$ cat src/sdscf_pkg.sv
`default_nettype none

package sdscf_pkg;

    // Request codes on the input channel.
    localparam logic REQ_CMD = 1'b0;
    localparam logic REQ_RX  = 1'b1;

    // Result kinds on the output channel.
    localparam logic [1:0] KIND_TX   = 2'd0;
    localparam logic [1:0] KIND_R1   = 2'd1;
    localparam logic [1:0] KIND_BUSY = 2'd2;

    // Frame constants.
    localparam logic [1:0] CMD_START_BITS  = 2'b01;
    localparam logic [7:0] NO_CRC_BYTE     = 8'hFF;
    localparam logic [7:0] STUFF_BYTE      = 8'hFF;
    localparam logic [6:0] CRC7_POLY       = 7'h09;
    localparam logic [7:0] POLL_LIMIT_INIT = 8'd10;

    // Byte positions inside a command frame.
    localparam logic [2:0] POS_START = 3'd0;
    localparam logic [2:0] POS_ARG3  = 3'd1;
    localparam logic [2:0] POS_ARG2  = 3'd2;
    localparam logic [2:0] POS_ARG1  = 3'd3;
    localparam logic [2:0] POS_ARG0  = 3'd4;
    localparam logic [2:0] POS_CRC   = 3'd5;
    localparam logic [2:0] POS_STUFF = 3'd6;

    // Job queue between the front and back parts.
    localparam int QDEPTH = 2;
    localparam int QPTR_W = $clog2(QDEPTH);
    localparam int QCNT_W = $clog2(QDEPTH + 1);

    typedef struct packed {
        logic        is_cmd;
        logic [5:0]  cmd_index;
        logic [31:0] cmd_argument;
        logic        use_crc;
        logic        add_stuff_byte;
        logic [1:0]  kind;
        logic [6:0]  r1_status;
    } t_job;

    // One byte of the CRC-7 shift register, most significant bit first.
    function automatic logic [6:0] crc7_byte(input logic [6:0] crc_in,
                                             input logic [7:0] data);
        logic [6:0] crc;
        logic       fb;
        crc = crc_in;
        for (int i = 7; i >= 0; i--) begin
            fb  = data[i] ^ crc[6];
            crc = {crc[5:0], 1'b0};
            if (fb) begin
                crc = crc ^ CRC7_POLY;
            end
        end
        return crc;
    endfunction

endpackage

`default_nettype wire

$ cat src/sdscf_front.sv
`default_nettype none

module sdscf_front
    import sdscf_pkg::*;
(
    input  wire logic        i_clk,
    input  wire logic        i_rst_n,
    input  wire logic        i_cfg_we,
    input  wire logic [7:0]  i_cfg_data,
    input  wire logic        i_accept,
    input  wire logic        i_req_type,
    input  wire logic [5:0]  i_cmd_index,
    input  wire logic [31:0] i_cmd_argument,
    input  wire logic        i_use_crc,
    input  wire logic        i_add_stuff_byte,
    input  wire logic [7:0]  i_rx_byte,
    output logic             o_push,
    output t_job             o_job
);

    logic       r_armed, n_armed;
    logic [7:0] r_remaining, n_remaining;
    logic [7:0] r_limit, n_limit;

    always_comb begin
        n_armed     = r_armed;
        n_remaining = r_remaining;
        n_limit     = i_cfg_we ? i_cfg_data : r_limit;
        o_push      = 1'b0;
        o_job       = '0;
        if (i_accept) begin
            if (i_req_type == REQ_CMD) begin
                o_push               = 1'b1;
                o_job.is_cmd         = 1'b1;
                o_job.cmd_index      = i_cmd_index;
                o_job.cmd_argument   = i_cmd_argument;
                o_job.use_crc        = i_use_crc;
                o_job.add_stuff_byte = i_add_stuff_byte;
                o_job.kind           = KIND_TX;
                n_armed              = 1'b1;
                // A limit of zero behaves as a limit of one.
                n_remaining          = (r_limit == 8'd0) ? 8'd1 : r_limit;
            end else if (r_armed) begin
                if (!i_rx_byte[7]) begin
                    o_push          = 1'b1;
                    o_job.kind      = KIND_R1;
                    o_job.r1_status = i_rx_byte[6:0];
                    n_armed         = 1'b0;
                    n_remaining     = 8'd0;
                end else if (r_remaining <= 8'd1) begin
                    o_push      = 1'b1;
                    o_job.kind  = KIND_BUSY;
                    n_armed     = 1'b0;
                    n_remaining = 8'd0;
                end else begin
                    n_remaining = r_remaining - 8'd1;
                end
            end
        end
    end

    always_ff @(posedge i_clk) begin
        if (!i_rst_n) begin
            r_armed     <= 1'b0;
            r_remaining <= 8'd0;
            r_limit     <= POLL_LIMIT_INIT;
        end else begin
            r_armed     <= n_armed;
            r_remaining <= n_remaining;
            r_limit     <= n_limit;
        end
    end

endmodule

`default_nettype wire

$ cat src/sdscf_queue.sv
`default_nettype none

module sdscf_queue
    import sdscf_pkg::*;
(
    input  wire logic i_clk,
    input  wire logic i_rst_n,
    input  wire logic i_push,
    input  wire t_job i_push_job,
    output logic      o_full,
    input  wire logic i_pop,
    output logic      o_head_valid,
    output t_job      o_head_job
);

    t_job              r_slots [QDEPTH];
    logic [QPTR_W-1:0] r_wr_ptr, r_rd_ptr;
    logic [QCNT_W-1:0] r_count;

    assign o_full       = (r_count == QCNT_W'(QDEPTH));
    assign o_head_valid = (r_count != '0);
    assign o_head_job   = r_slots[r_rd_ptr];

    always_ff @(posedge i_clk) begin
        if (i_push) begin
            r_slots[r_wr_ptr] <= i_push_job;
        end
    end

    always_ff @(posedge i_clk) begin
        if (!i_rst_n) begin
            r_wr_ptr <= '0;
            r_rd_ptr <= '0;
            r_count  <= '0;
        end else begin
            if (i_push) begin
                r_wr_ptr <= (r_wr_ptr == QPTR_W'(QDEPTH - 1)) ? '0 : r_wr_ptr + 1'b1;
            end
            if (i_pop) begin
                r_rd_ptr <= (r_rd_ptr == QPTR_W'(QDEPTH - 1)) ? '0 : r_rd_ptr + 1'b1;
            end
            if (i_push && !i_pop) begin
                r_count <= r_count + QCNT_W'(1);
            end else if (i_pop && !i_push) begin
                r_count <= r_count - QCNT_W'(1);
            end
        end
    end

endmodule

`default_nettype wire

$ cat src/sdscf_back.sv
`default_nettype none

module sdscf_back
    import sdscf_pkg::*;
(
    input  wire logic  i_clk,
    input  wire logic  i_rst_n,
    input  wire logic  i_head_valid,
    input  wire t_job  i_head_job,
    output logic       o_pop,
    output logic       o_out_valid,
    input  wire logic  i_out_ready,
    output logic [1:0] o_result_kind,
    output logic [7:0] o_tx_byte,
    output logic [6:0] o_r1_status,
    output logic       o_last
);

    logic [2:0] r_pos;
    logic [6:0] r_crc;
    logic       advance;
    logic [7:0] frame_byte;
    logic       frame_last;

    assign advance = i_head_valid && (!o_out_valid || i_out_ready);

    always_comb begin
        case (r_pos)
            POS_START: frame_byte = {CMD_START_BITS, i_head_job.cmd_index};
            POS_ARG3:  frame_byte = i_head_job.cmd_argument[31:24];
            POS_ARG2:  frame_byte = i_head_job.cmd_argument[23:16];
            POS_ARG1:  frame_byte = i_head_job.cmd_argument[15:8];
            POS_ARG0:  frame_byte = i_head_job.cmd_argument[7:0];
            POS_CRC:   frame_byte = i_head_job.use_crc ? {r_crc, 1'b1} : NO_CRC_BYTE;
            default:   frame_byte = STUFF_BYTE;
        endcase
    end

    assign frame_last = (r_pos == POS_STUFF) ||
                        ((r_pos == POS_CRC) && !i_head_job.add_stuff_byte);

    assign o_pop = advance && (!i_head_job.is_cmd || frame_last);

    always_ff @(posedge i_clk) begin
        if (!i_rst_n) begin
            r_pos       <= POS_START;
            r_crc       <= '0;
            o_out_valid <= 1'b0;
        end else begin
            if (advance) begin
                o_out_valid <= 1'b1;
                if (i_head_job.is_cmd) begin
                    o_result_kind <= KIND_TX;
                    o_tx_byte     <= frame_byte;
                    o_r1_status   <= '0;
                    o_last        <= frame_last;
                    if (frame_last) begin
                        r_pos <= POS_START;
                        r_crc <= '0;
                    end else begin
                        r_pos <= r_pos + 3'd1;
                        if (r_pos < POS_CRC) begin
                            r_crc <= crc7_byte(r_crc, frame_byte);
                        end
                    end
                end else begin
                    o_result_kind <= i_head_job.kind;
                    o_tx_byte     <= '0;
                    o_r1_status   <= i_head_job.r1_status;
                    o_last        <= 1'b1;
                end
            end else if (i_out_ready) begin
                o_out_valid <= 1'b0;
            end
        end
    end

endmodule

`default_nettype wire

$ cat src/sd_spi_command_framer_unit.sv
`default_nettype none

// SPI-mode SD command framer with R1 response poll, host side.
//
// Input channel (i_in_valid / o_in_ready): a transfer either issues a command
// (i_req_type low) or hands over one byte read back from the card. A command
// yields six frame bytes, start byte, four argument bytes and the CRC byte,
// plus an optional 0xFF stuff byte, and arms a response poll. A received byte
// with bit 7 clear ends the poll with an R1 result; after the configured
// number of bytes with bit 7 set the poll ends with a busy result. Received
// bytes with no poll armed give no result. o_last marks the final result of
// each input transfer.
// Output channel (o_out_valid / i_out_ready): one result per frame byte of a
// command and one per ended poll. The first result passes through the job
// queue and the output register before it is valid. The back end emits one
// result per cycle while the receiver takes them, so a command occupies it
// for six or seven results and a poll result for one; the front accepts a new
// transfer every cycle while the two-entry job queue has room.
// i_cfg_we writes the poll limit (reset value 10, zero acts as one).
// Reset clears the poll, the queue and the output valid flag and restores the
// poll limit. When the receiver stalls, the output register holds its result,
// the queue fills, and o_in_ready then drops until the back end drains it.
module sd_spi_command_framer_unit
    import sdscf_pkg::*;
(
    input  wire logic        i_clk,
    input  wire logic        i_rst_n,
    input  wire logic        i_cfg_we,
    input  wire logic [7:0]  i_cfg_data,
    input  wire logic        i_in_valid,
    output logic             o_in_ready,
    input  wire logic        i_req_type,
    input  wire logic [5:0]  i_cmd_index,
    input  wire logic [31:0] i_cmd_argument,
    input  wire logic        i_use_crc,
    input  wire logic        i_add_stuff_byte,
    input  wire logic [7:0]  i_rx_byte,
    output logic             o_out_valid,
    input  wire logic        i_out_ready,
    output logic [1:0]       o_result_kind,
    output logic [7:0]       o_tx_byte,
    output logic [6:0]       o_r1_status,
    output logic             o_last
);

    logic w_accept;
    logic w_push;
    t_job w_push_job;
    logic w_full;
    logic w_pop;
    logic w_head_valid;
    t_job w_head_job;

    // The front only needs queue room; it never waits on the output side.
    assign o_in_ready = !w_full;
    assign w_accept   = i_in_valid && o_in_ready;

    sdscf_front u_front (
        .i_clk            (i_clk),
        .i_rst_n          (i_rst_n),
        .i_cfg_we         (i_cfg_we),
        .i_cfg_data       (i_cfg_data),
        .i_accept         (w_accept),
        .i_req_type       (i_req_type),
        .i_cmd_index      (i_cmd_index),
        .i_cmd_argument   (i_cmd_argument),
        .i_use_crc        (i_use_crc),
        .i_add_stuff_byte (i_add_stuff_byte),
        .i_rx_byte        (i_rx_byte),
        .o_push           (w_push),
        .o_job            (w_push_job)
    );

    sdscf_queue u_queue (
        .i_clk        (i_clk),
        .i_rst_n      (i_rst_n),
        .i_push       (w_push),
        .i_push_job   (w_push_job),
        .o_full       (w_full),
        .i_pop        (w_pop),
        .o_head_valid (w_head_valid),
        .o_head_job   (w_head_job)
    );

    sdscf_back u_back (
        .i_clk         (i_clk),
        .i_rst_n       (i_rst_n),
        .i_head_valid  (w_head_valid),
        .i_head_job    (w_head_job),
        .o_pop         (w_pop),
        .o_out_valid   (o_out_valid),
        .i_out_ready   (i_out_ready),
        .o_result_kind (o_result_kind),
        .o_tx_byte     (o_tx_byte),
        .o_r1_status   (o_r1_status),
        .o_last        (o_last)
    );

    // The queue is never written while it is full.
    a_no_overflow: assert property (@(posedge i_clk) disable iff (!i_rst_n)
        w_push |-> !w_full)
        else $error("job queue overflow");

    // Retiring a job always loads the final result of that job.
    a_pop_last: assert property (@(posedge i_clk) disable iff (!i_rst_n)
        w_pop |=> (o_out_valid && o_last))
        else $error("job retired without its final result");

    // Poll results are single and carry no transmit byte.
    a_poll_single: assert property (@(posedge i_clk) disable iff (!i_rst_n)
        (o_out_valid && (o_result_kind != KIND_TX)) |-> (o_last && (o_tx_byte == 8'd0)))
        else $error("malformed poll result");

    // A busy result carries no status bits.
    a_busy_clean: assert property (@(posedge i_clk) disable iff (!i_rst_n)
        (o_out_valid && (o_result_kind == KIND_BUSY)) |-> (o_r1_status == 7'd0))
        else $error("busy result with status bits");

endmodule

`default_nettype wire
$ cat config.mk
export PLATFORM = sky130hd
export DESIGN_NAME = sd_spi_command_framer_unit
export DESIGN_NICKNAME = d
export VERILOG_FILES = /design/src/sdscf_pkg.sv /design/src/sdscf_front.sv /design/src/sdscf_queue.sv /design/src/sdscf_back.sv /design/src/sd_spi_command_framer_unit.sv
export SDC_FILE = /design/constraint.sdc
export NUM_CORES = 1
export LEC_CHECK = 0
export ABC_AREA = 1
export ABC_CLOCK_PERIOD_IN_PS = 5600
export BUFFER_PORTS_ARGS = -buffer_cell sky130_fd_sc_hd__buf_2
export CORE_ASPECT_RATIO = 0.8
export CORE_MARGIN = 2
export CORE_UTILIZATION = 40
export DETAILED_ROUTE_END_ITERATION = 6
export GPL_TIMING_DRIVEN = 0
export SLEW_MARGIN = 20
export SYNTH_ARGS = -nofsm -noshare
export SYNTH_HDL_FRONTEND = slang
export SYNTH_SLANG_ARGS = --single-unit
$ cat constraint.sdc
create_clock -name i_clk -period 5.6 [get_ports i_clk]
set_clock_uncertainty 0.2 [all_clocks]
set_input_delay 0.56 -clock i_clk [delete_from_list [all_inputs] [get_ports i_clk]]
set_output_delay 0.56 -clock i_clk [all_outputs]
set_load 0.005 [all_outputs]
==> qor.csv, run 1 <==
metric;value;unit
synth-edff-count;118;
hold_buffers;0;
hold_path_depth;3;
p_sw;1290;uW
endpoint_kind;flop;
powerDensity;448;mW/mm^2
yosys-top-cells-area;edfxtp_1 (51%), nand2_1 (13%), dfxtp_1 (9.4%), nor2_1 (5.6%), inv_1 (3.8%);
grt_max_degree;26;
vias;5378;
min_period_over_period;53.8;%
critPathArrivalTime;2.93;ns
drv_cap;0;
design.die.area;0.0186;sq mm
yosysMostFrequentCell;nand2_1;
rsz0062_at_grt;no;
syn_area_per_cell;9.03;sq um
r2r-end;u_queue.r_slots[1][28];
dp_hpwl;11.5;mm
critPathMaxStageDelay;0.37;ns
insertedDiodeCount;0;
yosys.area.top_type_share;50.5;%
wire_per_inst;14.5;microns
ir_drop;0.225;mV
r2r_slack;2.59;ns
synthFlopType;edfxtp_1;
setup_tns;0;ns
gp_congestion;0.861;
internal-power;2470;uW
layout-drive-gt1-share;18.2;%
min_path_type;in2reg;
relSlewSlack;59.4;%
clk_pin_slew;0.06;ns
grt_pass1_wl;25.6;mm
cp_max_fo;25;
yosysSeqAreaShare;59.9;%
vias_per_cell;4.81;
p_sw_share;34.3;%
core_area;0.0173;sq mm
hold_violations;0;
path_cells;nor2_1, nor3b_1, nand2_1, nand3_1, inv_1, nor2_1, inv_1, nor2_4, buf_16, buf_12;
slowest_stage;nor2_4;
first_global_vias;4848;
pin_count;82;
firstDrtPassIters;5;
grt_usage;18.0;%
crit_required;5.51;ns
cts_setup_buffers;0;
fmax;332;MHz
p_seq_share;39.3;%
tightest_slew;0.610;ns
syn_nets;847;
p_leak;0.00362;uW
synthesis.area;0.00701;sq mm
p_clk_share;28.9;%
cts-resized-gates;0;
area_growth;19.7;%
clock-sinks;151;
multi_input_area;0.00238;sq mm
syn_inst;777;
critPathKind;reg2reg;
reg2reg_from;u_front.r_remaining[6];
io_buffers;80;
fin_crit;3.01;ns
fp-row-count;43;
die_height;122;microns
start_util;40.6;%
cts_tree;yes;
ff2ff_path_depth;10;
cts_buffers;17;
die_w;152;microns
root_buffer;clkbuf_16;
dp_cells;1087;
drt-initial-drc-count;529;
hold_start;i_cfg_data[4];
synth_area_leader_cell;edfxtp_1;
whs_endpoint;u_front.r_limit[4];
global_route.overflow_total;0;
synth-seq-cells;151;
holdWs;0.157;ns
yosysUniqueCellTypes;44;
htreeDepth;4;
antenna_found_initial;0;
comb_power_share;31.8;%
final-instance-count-excl-fill;1119;
start_kind;flop;
synth_common_cells;nand2_1 (241), edfxtp_1 (118), nor2_1 (104), inv_1 (71), a21oi_1 (42);
fin_nets;951;
drv_slew;0;
yosysWarnings;0;
cp_top_family;simple AND/OR/NAND/NOR gates;
async_flop_share;0;%
outcome;completed;
crit_buf_inv;4;
sequential_cell_area;0.00420;sq mm
fillers;1657;
drt_wl_total;16.2;mm
finalSetupViolCount;0;
drc_errors;0;
clk-insertion-delay-late;0.42;ns
clk_path_buf_depth;2;
ant_nets;0;
-- worst max path at each step --
stage                                 startpoint                      to  slack, ns  depth (start not counted)
after global routing      u_front.r_remaining[6]  u_queue.r_slots[0][25]       2.37                         10
after detailed placement              i_in_valid  u_queue.r_slots[1][24]       2.53                          9
final                     u_front.r_remaining[6]  u_queue.r_slots[1][28]       2.59                         10
after floorplan                       i_req_type   u_queue.r_slots[1][0]       1.52                          6
after global placement                i_in_valid  u_queue.r_slots[1][24]      -0.24                          7
after CTS                 u_front.r_remaining[6]  u_queue.r_slots[0][28]       2.60                         10
-- cell type report --
class / count / area share [%]
inverters: 80 / 3.61
plain buffers: 26 / 1.71
well taps: 225 / 3.35
multi-input cells: 520 / 28.4
flip-flops and latches: 151 / 50.1
clock buffers: 26 / 6.31
repair buffers: 85 / 6.13
clock inverters: 6 / 0.432
-- metal layers --
layer	wire length (microns)	vias to the layer above	share of wire, %	track usage (%)
met2	6930	162	43	26.7
met3	978	12	6.0	4.06
met4	170	0	1.0	5.08
li1	-	2751	-	-
met5	0	-	0	0
met1	8110	2453	50	26.6
-- cell families (layout without fill, tap and decap cells) --
group	after synthesis	count (layout)	synth area share [%]
DFF	151	151	59.9
adders and majority gates	8	8	1.43
xor gates and xnor gates	2	2	0.250
buffers and inverters	106	223	6.37
and+or+nand+nor	408	408	23.9
AOI/OAI and AO/OA	102	102	8.15
-- power by group through the flow --
stage / combinational (uW) / sequential [uW] / clock (uW)
finish: 1200 / 1480 / 1090
global route: 1360 / 1490 / 1160
CTS: 1200 / 1480 / 1100
detailed placement: 1190 / 1500 / 0
global placement: 1140 / 1510 / 0
floorplan: 826 / 1500 / 0
-- worst min-delay path, delay by kind of cell --
kind,cells,cell delay [ns]
AND/OR/NAND/NOR,2,0.11
buffers and inverters,1,0.07
-- layout by cell type, fill, tap and decap left out, drive strengths merged, types with 33 or more instances in the layout --
cell type / count
clkbuf: 35
nand3: 36
nand2: 245
a21oi: 44
edfxtp: 118
dfxtp: 33
nor2: 114
buf: 102
inv: 81
o21ai: 42
-- sequential cells by signal, indices dropped and copies added, names as in the netlist, named ones only --
signal,count
u_queue.r_count,2
u_back.o_result_kind,2
u_front.r_remaining,8
u_back.o_r1_status,7
u_front.r_armed,1
u_queue.r_rd_ptr,1
u_front.r_limit,8
u_queue.r_slots,100
u_queue.r_wr_ptr,1
u_back.r_crc,7
u_back.r_pos,3
u_back.o_tx_byte,8
u_back.o_out_valid,1
u_back.o_last,1
-- stage by stage --
step	cell area [sq um]	power, uW	utilization (%)	setup slack, ns
final	8390	3760	48.6	2.59
after global routing	8390	4010	48.6	2.37
after CTS	8390	3780	48.6	2.60
after detailed placement	7830	2690	45.3	2.53
after global placement	7700	2650	44.6	-0.244
after floorplan	7010	2320	-	1.52
Power figures use the tool's default switching activity.
==> inputs of run 2 (changes only) <==
--- a/config.mk
+++ b/config.mk
@@ -6,7 +6,7 @@
 export NUM_CORES = 1
 export LEC_CHECK = 0
 export ABC_AREA = 1
-export ABC_CLOCK_PERIOD_IN_PS = 5600
+export ABC_CLOCK_PERIOD_IN_PS = 2400
 export BUFFER_PORTS_ARGS = -buffer_cell sky130_fd_sc_hd__buf_2
 export CORE_ASPECT_RATIO = 0.8
 export CORE_MARGIN = 2
==> constraint.sdc (replaced) <==
create_clock -name i_clk -period 2.4 [get_ports i_clk]
set_clock_uncertainty 0.2 [all_clocks]
set_input_delay 0.24 -clock i_clk [delete_from_list [all_inputs] [get_ports i_clk]]
set_output_delay 0.24 -clock i_clk [all_outputs]
set_load 0.005 [all_outputs]
==> run 2 against run 1 <==
Compared with the run above:
- critical path depth increased by 5
- power is 150% higher
- die area did not move
- critical path type unchanged
- highest routed layer unchanged
==> qor.csv, run 2 (same netlist as run 1, synthesis figures left out) <==
metric;value;unit
outcome;completed;
drt-initial-drc-count;462;
wire_per_inst;14.5;microns
fp-row-count;43;
insertedDiodeCount;0;
tightest_slew;0.630;ns
clk_path_buf_depth;2;
design.die.area;0.0186;sq mm
powerDensity;985;mW/mm^2
relSlewSlack;58.0;%
hold_path_depth;3;
fin_crit;2.29;ns
finalSetupViolCount;0;
cp_top_family;simple AND/OR/NAND/NOR gates;
root_buffer;clkbuf_16;
final_cell_mix;nand2_1 (222), edfxtp_1 (118), nor2_1 (95);
drc_errors;0;
sequential_cell_area;0.00421;sq mm
cts_tree;yes;
clock-sinks;151;
gp_congestion;0.835;
dpl_cell_area;0.00786;sq mm
fin_nets;1035;
area_growth;35.6;%
ir_drop;0.549;mV
drt_wl_total;17.5;mm
vias_per_cell;4.77;
vias;5744;
top_register;u_queue.r_slots;
die_height;122;microns
final_common_cell;nand2_1;
grt_max_degree;24;
clk_pin_slew;0.06;ns
holdWs;0.0226;ns
hold_start;i_cmd_argument[18];
min_period_over_period;95.6;%
final-instance-count-excl-fill;1203;
critPathKind;reg2reg;
setup_tns;0;ns
cp_max_fo;7;
ant_nets;0;
final_area;0.00951;sq mm
grt_pass1_wl;26.4;mm
slowest_stage;dfxtp_4;
core_area;0.0173;sq mm
crit_buf_inv;1;
largest_reg_flops;100;
endpoint_kind;flop;
r2r-end;u_back.r_crc[4];
cts_buffers;17;
io_buffers;80;
antenna_found_initial;0;
path_cells;ha_2, ha_4, inv_2, nor2_1, nand2_1, nand2_2, nor3_4, nand2_2, nand2_2, nand2_2, nand2_2, nand2_1, nand2_1, nand3_2, a21oi_2;
fmax;436;MHz
min_path_type;in2reg;
drv_slew;0;
start_kind;flop;
critical_path.startpoint;u_back.r_pos[0];
dp_hpwl;11.6;mm
drv_cap;0;
whs_endpoint;u_queue.r_slots[1][29];
multi_input_area;0.00262;sq mm
crit_required;2.55;ns
dp_cells;1087;
r2r_slack;0.11;ns
critPathArrivalTime;2.45;ns
hold_violations;0;
layout-drive-gt1-share;24.4;%
pin_count;82;
firstDrtPassIters;4;
p_leak;0.00406;uW
reg2reg_from;u_back.r_pos[0];
die_w;152;microns
grt_usage;18.6;%
global_route.overflow_total;0;
first_global_vias;5100;
htreeDepth;4;
crit_top_cell;nand2_2;
critPathMaxStageDelay;0.37;ns
ff2ff_path_depth;15;
start_util;40.6;%
fillers;1535;
clk-insertion-delay-late;0.43;ns
final_core_util;55.1;%
run 2: final cells by class:
type                       instances  share of cell area (%)
tap                              225                    2.96
sequential                       151                    44.3
clock buffer                      23                    5.26
multi-input combinational        521                    27.6
clock inverter                     9                   0.921
buffer                            26                    1.71
timing repair buffer             168                    14.0
inverter                          80                    3.24
run 2: routing by layer:
| layer | vias up | part of all wire, % | GRT usage [%] |
|---|---|---|---|
| li1 | 2933 | - | - |
| met1 | 2629 | 49 | 26.6 |
| met2 | 158 | 43 | 28.4 |
| met3 | 24 | 5.9 | 3.46 |
| met4 | 0 | 1.6 | 6.83 |
| met5 | - | 0 | 0 |
run 2: what timing repair did:
item                                    in CTS  in global routing
gates resized for setup                     17                 55
pin swaps                                    3                 16
endpoints found under the setup margin      67                 49
setup buffers                                2                 13
endpoints found under the hold margin      103                  0
hold buffers                                67                  0
cloned                                       0                  2
run 2: report_power, final:
part / internal, uW / switching, uW
registers: 3300 / 158
logic: 1230 / 2050
clock network: 1580 / 1040
run 2: worst max path at each step:
stage,endpoint,cells after the start
2_1_floorplan,u_queue.r_slots[1][0],9
3_3_place_gp,u_queue.r_slots[1][24],8
3_5_place_dp,u_queue.r_count[1],13
4_1_cts,u_queue.r_count[1],13
5_1_grt,u_back.r_crc[4],15
6_report,u_back.r_crc[4],15
run 2: through the flow:
stage,total power (uW),worst slack [ns]
after detailed placement,6290,-0.298
after global placement,6200,-0.736
final,9370,0.106
after CTS,9060,-0.00293
after floorplan,5440,-0.0729
after global routing,9910,-0.0140
run 2: worst reg2reg max path: stages, from the launching register on:
cell,delay (ns)
dfxtp_4,0.37
ha_2,0.21
ha_4,0.20
inv_2,0.08
nor2_1,0.04
nand2_1,0.09
nand2_2,0.07
nor3_4,0.28
nand2_2,0.12
nand2_2,0.09
nand2_2,0.06
nand2_2,0.07
nand2_1,0.05
nand2_1,0.07
nand3_2,0.08
a21oi_2,0.14
